`src/rtl/rbc_pkg.sv`:
```
package rbc_pkg;

   localparam int unsigned WordWidth  = 32;
   localparam int unsigned DigitSlots = 11;
   localparam int unsigned DecSlots   = 10;
   localparam int unsigned OctSlots   = 11;
   localparam int unsigned HexSlots   = 8;
   localparam int unsigned DigitBits  = 4 * DigitSlots;

   localparam logic [7:0] CharMinus = 8'h2D;
   localparam logic [7:0] CharSpace = 8'h20;
   localparam logic [7:0] CharZero  = 8'h30;
   localparam logic [7:0] CharAlpha = 8'h37;

   typedef enum logic [1:0] {
      OP_SDEC = 2'd0,
      OP_UDEC = 2'd1,
      OP_OCT  = 2'd2,
      OP_HEX  = 2'd3
   } opcode_type;

   typedef enum logic {
      CONV_IDLE,
      CONV_SHIFT
   } conv_state_type;

   typedef enum logic [1:0] {
      EMIT_IDLE,
      EMIT_SIGN,
      EMIT_DIGIT,
      EMIT_SPACE
   } emit_state_type;

   // digits are left aligned: the top slots nibbles hold the number, msd first
   typedef struct packed {
      logic                 valid;
      logic                 neg;
      logic [3:0]           slots;
      logic [DigitBits-1:0] digits;
   } conv_result_type;

   function automatic logic [7:0] digit_char(input logic [3:0] d);
      logic [7:0] code;
      if (d < 4'd10) begin
         code = CharZero + {4'b0000, d};
      end else begin
         code = CharAlpha + {4'b0000, d};
      end
      return code;
   endfunction

endpackage

```
`src/rtl/rbc_dabble.sv`:
```
module rbc_dabble (
   input  logic                      clock,
   input  logic                      reset,
   input  logic                      start,
   input  logic [31:0]               value,
   input  logic [1:0]                opcode,
   output rbc_pkg::conv_result_type  result
);

   rbc_pkg::conv_state_type state_ff, state_in;
   logic [31:0]                    mag_ff, mag_in;
   logic [4:0]                     count_ff, count_in;
   logic [rbc_pkg::DigitBits-1:0]  digits_ff, digits_in;
   logic                           neg_ff, neg_in;
   logic [3:0]                     slots_ff, slots_in;
   logic                           done_ff, done_in;

   logic [39:0]                    adj;
   logic [rbc_pkg::DigitBits-1:0]  oct_digits;
   logic [32:0]                    oct_padded;
   logic                           is_neg;
   logic [31:0]                    magnitude;

   always_comb begin
      for (int i = 0; i < 10; i++) begin
         if (digits_ff[4 + 4*i +: 4] >= 4'd5) begin
            adj[4*i +: 4] = digits_ff[4 + 4*i +: 4] + 4'd3;
         end else begin
            adj[4*i +: 4] = digits_ff[4 + 4*i +: 4];
         end
      end
   end

   assign oct_padded = {1'b0, value};
   always_comb begin
      for (int i = 0; i < rbc_pkg::DigitSlots; i++) begin
         oct_digits[4*i +: 4] = {1'b0, oct_padded[3*i +: 3]};
      end
   end

   // 0x80000000 negates to itself, which is 2^31 read unsigned
   assign is_neg    = (rbc_pkg::opcode_type'(opcode) == rbc_pkg::OP_SDEC) && value[31];
   assign magnitude = is_neg ? (32'd0 - value) : value;

   always_comb begin
      state_in  = state_ff;
      mag_in    = mag_ff;
      count_in  = count_ff;
      digits_in = digits_ff;
      neg_in    = neg_ff;
      slots_in  = slots_ff;
      done_in   = 1'b0;
      unique case (state_ff)
         rbc_pkg::CONV_IDLE: begin
            if (start) begin
               neg_in = is_neg;
               unique case (rbc_pkg::opcode_type'(opcode)) inside
                  rbc_pkg::OP_SDEC, rbc_pkg::OP_UDEC: begin
                     mag_in    = magnitude;
                     digits_in = '0;
                     count_in  = '1;
                     slots_in  = 4'(rbc_pkg::DecSlots);
                     state_in  = rbc_pkg::CONV_SHIFT;
                  end
                  rbc_pkg::OP_OCT: begin
                     digits_in = oct_digits;
                     slots_in  = 4'(rbc_pkg::OctSlots);
                     done_in   = 1'b1;
                  end
                  rbc_pkg::OP_HEX: begin
                     digits_in = {value, 12'h000};
                     slots_in  = 4'(rbc_pkg::HexSlots);
                     done_in   = 1'b1;
                  end
                  default: begin
                     done_in = 1'b0;
                  end
               endcase
            end
         end
         rbc_pkg::CONV_SHIFT: begin
            // double dabble: correct each bcd digit, then shift one binary bit in
            digits_in = {adj[38:0], mag_ff[31], 4'h0};
            mag_in    = {mag_ff[30:0], 1'b0};
            count_in  = count_ff - 5'd1;
            if (count_ff == 5'd0) begin
               state_in = rbc_pkg::CONV_IDLE;
               done_in  = 1'b1;
            end
         end
         default: begin
            state_in = rbc_pkg::CONV_IDLE;
         end
      endcase
   end

   always_ff @(posedge clock) begin
      if (reset) begin
         state_ff <= rbc_pkg::CONV_IDLE;
         done_ff  <= 1'b0;
      end else begin
         state_ff <= state_in;
         done_ff  <= done_in;
      end
   end

   always_ff @(posedge clock) begin
      mag_ff    <= mag_in;
      count_ff  <= count_in;
      digits_ff <= digits_in;
      neg_ff    <= neg_in;
      slots_ff  <= slots_in;
   end

   assign result.valid  = done_ff;
   assign result.neg    = neg_ff;
   assign result.slots  = slots_ff;
   assign result.digits = digits_ff;

endmodule

```
`src/rtl/rbc_emit.sv`:
```
module rbc_emit (
   input  logic                      clock,
   input  logic                      reset,
   input  rbc_pkg::conv_result_type  result,
   input  logic                      rsp_stall,
   output logic                      rsp_valid,
   output logic [7:0]                rsp_character,
   output logic                      rsp_last,
   output logic                      finish
);

   rbc_pkg::emit_state_type        state_ff, state_in;
   logic [rbc_pkg::DigitBits-1:0]  digits_ff, digits_in;
   logic [3:0]                     slots_ff, slots_in;
   logic                           started_ff, started_in;
   logic                           valid_ff, valid_in;
   logic [7:0]                     char_ff, char_in;
   logic                           last_ff, last_in;

   logic                           free;
   logic [3:0]                     nib;
   logic                           last_slot;

   assign free      = !valid_ff || !rsp_stall;
   assign nib       = digits_ff[rbc_pkg::DigitBits-1 -: 4];
   assign last_slot = (slots_ff == 4'd1);

   always_comb begin
      state_in   = state_ff;
      digits_in  = digits_ff;
      slots_in   = slots_ff;
      started_in = started_ff;
      valid_in   = valid_ff && rsp_stall;
      char_in    = char_ff;
      last_in    = last_ff;
      finish     = 1'b0;
      unique case (state_ff)
         rbc_pkg::EMIT_IDLE: begin
            if (result.valid) begin
               digits_in  = result.digits;
               slots_in   = result.slots;
               started_in = 1'b0;
               state_in   = result.neg ? rbc_pkg::EMIT_SIGN : rbc_pkg::EMIT_DIGIT;
            end
         end
         rbc_pkg::EMIT_SIGN: begin
            if (free) begin
               valid_in = 1'b1;
               char_in  = rbc_pkg::CharMinus;
               last_in  = 1'b0;
               state_in = rbc_pkg::EMIT_DIGIT;
            end
         end
         rbc_pkg::EMIT_DIGIT: begin
            if (free) begin
               // leading zeros are dropped, but the final slot always goes out
               if (started_ff || (nib != 4'h0) || last_slot) begin
                  valid_in   = 1'b1;
                  char_in    = rbc_pkg::digit_char(nib);
                  last_in    = 1'b0;
                  started_in = 1'b1;
               end
               digits_in = {digits_ff[rbc_pkg::DigitBits-5:0], 4'h0};
               slots_in  = slots_ff - 4'd1;
               if (last_slot) begin
                  state_in = rbc_pkg::EMIT_SPACE;
               end
            end
         end
         rbc_pkg::EMIT_SPACE: begin
            if (free) begin
               valid_in = 1'b1;
               char_in  = rbc_pkg::CharSpace;
               last_in  = 1'b1;
               finish   = 1'b1;
               state_in = rbc_pkg::EMIT_IDLE;
            end
         end
         default: begin
            state_in = rbc_pkg::EMIT_IDLE;
         end
      endcase
   end

   always_ff @(posedge clock) begin
      if (reset) begin
         state_ff <= rbc_pkg::EMIT_IDLE;
         valid_ff <= 1'b0;
      end else begin
         state_ff <= state_in;
         valid_ff <= valid_in;
      end
   end

   always_ff @(posedge clock) begin
      digits_ff  <= digits_in;
      slots_ff   <= slots_in;
      started_ff <= started_in;
      char_ff    <= char_in;
      last_ff    <= last_in;
   end

   assign rsp_valid     = valid_ff;
   assign rsp_character = char_ff;
   assign rsp_last      = last_ff;

endmodule

```
`src/rtl/binary_to_ascii_radix_converter_top.sv`:
```
// Converts a 32-bit word to ASCII text, one character per rsp beat, most significant
// digit first with no leading zeros, a '-' ahead of a negative signed decimal value,
// upper case hex and a trailing space flagged by rsp_last. One word is in flight at a
// time. Hex and octal words go straight to the emitter with 8 and 11 digit slots;
// decimal words first run the bit-serial double dabble loop and then give 10 digit
// slots. A stall on the rsp side holds the current beat until it is taken.
module binary_to_ascii_radix_converter_top (
   input  logic        clock,
   input  logic        reset,
   input  logic        req_valid,
   output logic        req_stall,
   input  logic [31:0] req_value,
   input  logic [1:0]  req_opcode,
   output logic        rsp_valid,
   input  logic        rsp_stall,
   output logic [7:0]  rsp_character,
   output logic        rsp_last
);

   logic                      busy_ff, busy_in;
   logic                      accept;
   logic                      finish;
   rbc_pkg::conv_result_type  conv_result;

   assign accept    = req_valid && !busy_ff;
   assign req_stall = busy_ff;

   always_comb begin
      busy_in = busy_ff;
      if (accept) begin
         busy_in = 1'b1;
      end else if (finish) begin
         busy_in = 1'b0;
      end
   end

   always_ff @(posedge clock) begin
      if (reset) begin
         busy_ff <= 1'b0;
      end else begin
         busy_ff <= busy_in;
      end
   end

   rbc_dabble u_dabble (
      .clock  (clock),
      .reset  (reset),
      .start  (accept),
      .value  (req_value),
      .opcode (req_opcode),
      .result (conv_result)
   );

   rbc_emit u_emit (
      .clock         (clock),
      .reset         (reset),
      .result        (conv_result),
      .rsp_stall     (rsp_stall),
      .rsp_valid     (rsp_valid),
      .rsp_character (rsp_character),
      .rsp_last      (rsp_last),
      .finish        (finish)
   );

endmodule

```
`config.mk`:
```
export PLATFORM = sky130hd
export DESIGN_NAME = binary_to_ascii_radix_converter_top
export DESIGN_NICKNAME = d
export VERILOG_FILES = /design/src/rtl/rbc_pkg.sv /design/src/rtl/rbc_dabble.sv /design/src/rtl/rbc_emit.sv /design/src/rtl/binary_to_ascii_radix_converter_top.sv
export SDC_FILE = /design/constraint.sdc
export NUM_CORES = 1
export LEC_CHECK = 0
export ABC_AREA = 1
export BUFFER_PORTS_ARGS = -buffer_cell sky130_fd_sc_hd__buf_2
export CAP_MARGIN = 10
export CORE_UTILIZATION = 62
export CTS_CLUSTER_DIAMETER = 100
export DETAILED_ROUTE_END_ITERATION = 8
export PLACE_DENSITY = 0.8
export SLEW_MARGIN = 20
export SYNTH_ARGS = -nofsm -noshare
export SYNTH_HDL_FRONTEND = slang
export SYNTH_SLANG_ARGS = --single-unit
```
`constraint.sdc`:
```
create_clock -name clock -period 5.2 [get_ports clock]
set_input_delay 0.52 -clock clock [delete_from_list [all_inputs] [get_ports clock]]
set_output_delay 0.52 -clock clock [all_outputs]
set_load 0.01 [all_outputs]
```
==> out/metrics.yaml <==
worstMarginPinSlew_ns: 1.05
start_util: 0.645
wirelength_um: 18800
antenna_found_initial: 0
fmax_mhz: 359
synth_nets: 1010
yosys.area_share.simple: 0.193
viasPerCell: 5.83
synth_area_per_cell_um2: 8.76
cpMostUsedCell: "buf_4"
synth.most_common_cell: "nand2_1"
synth-async-reset-ratio: 0
sw_frac_of_total: 0.317
critPathKind: "flop to flop"
h-tree-depth: 4
power_switching_uw: 1320
synth_commonest_cells: "201 x nand2_1, 139 x edfxtp_1, 130 x inv_1"
grt_pass1_vias: 6396
yosys.cell_types.count: 43
dpl_worst_slack_ns: 2.39
clk_latency_ns: 0.42
grt_use_total: 0.287
hp-class: "input port to flop"
arrival_ns: 2.87
fin_tns_setup_ns: 0
post-route-util: 0.718
combPwrFrac: 0.248
seq_area_frac_synth: 0.521
rsz0062_at_grt: "false"
worstPathCellList: "inv_1, ha_2, buf_4, o21ai_0, nor2_4, buf_4"
setup_slack_ns: 2.42
port_buffers: 47
power.total_uw: 4180
syn_area_um2: 8240
timing.final.setup_violations: 0
dp.cells: 1131
cts_resized: 0
cp.required_ns: 5.28
die_h_um: 117
synthMuxAreaShare: 0.00121
clk_pin_slew_ns: 0.06
drive_gt1_frac: 0.113
num-fill-cells: 967
slew_violations: 0
cts_root_buf: "clkbuf_16"
die_w_um: 117
yosysTopAreaCellShare: 0.506
synth-edff-count: 139
ys_seq_elements: 145
cts_buffer_depth: 2
p_per_area_nw_per_um2: 456
slowest_delay_ns: 0.57
drc_errors: 0
wl_per_cell_um: 16.1
nets: 1047
post_cts.repair.setup_buffers: 0
cts_made_buffers: 17
fin_crit_ns: 2.78
synthXorXnorAreaFrac: 0.0106
p_leak_uw: 0.00380
ios: 49
synth_compound_area_frac: 0.143
vias: 6776
clkSinkCount: 145
finalWeightedCongestion: 0.916
ant_nets: 0
synth_fa_ha_area_frac: 0.0470
areaGrowthSynthToFinish_pct: 11.2
fin_skew_ns: 0.00685
maxCapViolations: 0
synth_top_flop_cell: "edfxtp_1"
worstSetupEndpointType: "flop"
slew_headroom: 0.300
sequentialPowerShare: 0.451
netlist_instances: 941
synth_top_family_by_area: "simple AND/OR/NAND/NOR gates"
p_int_uw: 2860
multi_input_area_um2: 3270
ir_drop_mv: 0.263
core_area_um2: 12800
tritoncts: "built"
antenna_cells: 0
status: "complete, no violations"
grt_overflow_total: 0
path_max_fanout: 92
start_kind: "flop"
grt_max_degree: 93
die_area_um2: 13800
rows: 41
worst_path_max_delay_cell: "buf_4"
synth_area_leaders: "edfxtp_1 51%, nand2_1 9.2%, inv_1 5.9%, o21ai_0 5.9%, ha_1 4.7%"
grt_pass1_wl_um: 30900
yosysTopAreaCell: "edfxtp_1"
dr.pass1.iters: 5
finalCritPeriodShare: 0.535
ys_warn_count: 0
place_hpwl_um: 12800
stdcell_count: 1163
hold_viol: 0
drtIter0Drc: 675
pwr-share-clk: 0.300
ff_latch_area_um2: 4300
postCtsHoldBufs: 0
[critical path, delay by kind of cell, from the launching register on]
family	cells	cell delay (ns)
compound gates	1	0.31
fa+ha+maj	1	0.18
buf+inv	3	1.13
flops	1	0.33
simple gates	1	0.49
[logic make-up (layout without fill, tap and decap cells)]
kind of cell | count (synthesis) | after routing
flip-flops | 145 | 145
AO/OA/AOI/OAI | 206 | 206
other | 1 | 1
adder cells (fa/ha/maj) | 31 | 31
multiplexers | 1 | 1
XOR/XNOR | 10 | 10
AND/OR/NAND/NOR | 375 | 375
buffers and inverters | 172 | 222
[layout make-up]
class | instances | share of cell area
clock inverters | 12 | 0.0180
repair buffers | 51 | 0.0289
flip-flops and latches | 145 | 0.468
well taps | 172 | 0.0235
inverters | 139 | 0.0569
multi-input cells | 624 | 0.357
clock buffers | 20 | 0.0476
[power groups by stage]
stage / Combinational, uW / Clock, uW / Sequential, uW
floorplan: 743 / 0 / 1900
global placement: 998 / 0 / 1890
detailed placement: 1030 / 0 / 1900
CTS: 1040 / 1270 / 1890
global route: 1180 / 1310 / 1920
finish: 1040 / 1260 / 1890
[sequential cells by signal, summed over array words and instances, names as in the netlist]
name                  count
u_dabble.mag_ff          32
u_dabble.digits_ff       43
u_emit.rsp_character      7
u_dabble.done_ff          1
u_emit.slots_ff           4
u_emit.digits_ff         43
u_dabble.neg_ff           1
u_dabble.slots_ff         2
u_emit.started_ff         1
u_emit.state_ff           2
u_dabble.count_ff         5
u_emit.rsp_valid          1
u_dabble.state_ff         1
u_emit.rsp_last           1
req_stall                 1
[metal layers]
layer / wire, um / track usage
met5: 0 / 0
met2: 8620 / 0.447
met4: 429 / 0.119
met1: 8330 / 0.400
met3: 1380 / 0.0482
[path summary, 6_finish.rpt]
| check | depth (start not counted) | from | end | slack [ns] |
|---|---|---|---|---|
| max reg2reg | 6 | u_emit.state_ff[0] | u_emit.digits_ff[30] | 2.42 |
| max | 6 | u_emit.state_ff[0] | u_emit.digits_ff[30] | 2.42 |
| min reg2reg | 2 | u_emit.digits_ff[12] | u_emit.digits_ff[16] | 0.53 |
| min | 2 | reset | u_emit.state_ff[1] | 0.39 |
[cell usage in the layout (no fill, tap or decap), types with 5 or more instances in the layout]
| cell | instances |
|---|---|
| inv_1 | 130 |
| clkbuf_16 | 17 |
| o31ai_1 | 5 |
| buf_2 | 47 |
| nor2_2 | 9 |
| ha_1 | 30 |
| nand2_2 | 5 |
| nor2_1 | 73 |
| dfxtp_1 | 5 |
| nand4_1 | 7 |
| o21ai_0 | 97 |
| o221ai_1 | 8 |
| o211ai_1 | 17 |
| inv_2 | 9 |
| nor3_1 | 8 |
| edfxtp_1 | 139 |
| nand3_1 | 65 |
| a21oi_1 | 34 |
| nand2_1 | 200 |
| o21ai_1 | 28 |
| xor2_1 | 9 |
[stage by stage]
| stage | instance area, um2 | hold slack (ns) |
|---|---|---|
| after CTS | 9170 | 0.365 |
| after global routing | 9170 | 0.385 |
| after detailed placement | 8570 | 0.516 |
| final | 9170 | 0.389 |
| after floorplan | 8240 | 0.494 |
| after global placement | 8570 | 0.503 |
Power figures use the tool's default switching activity.
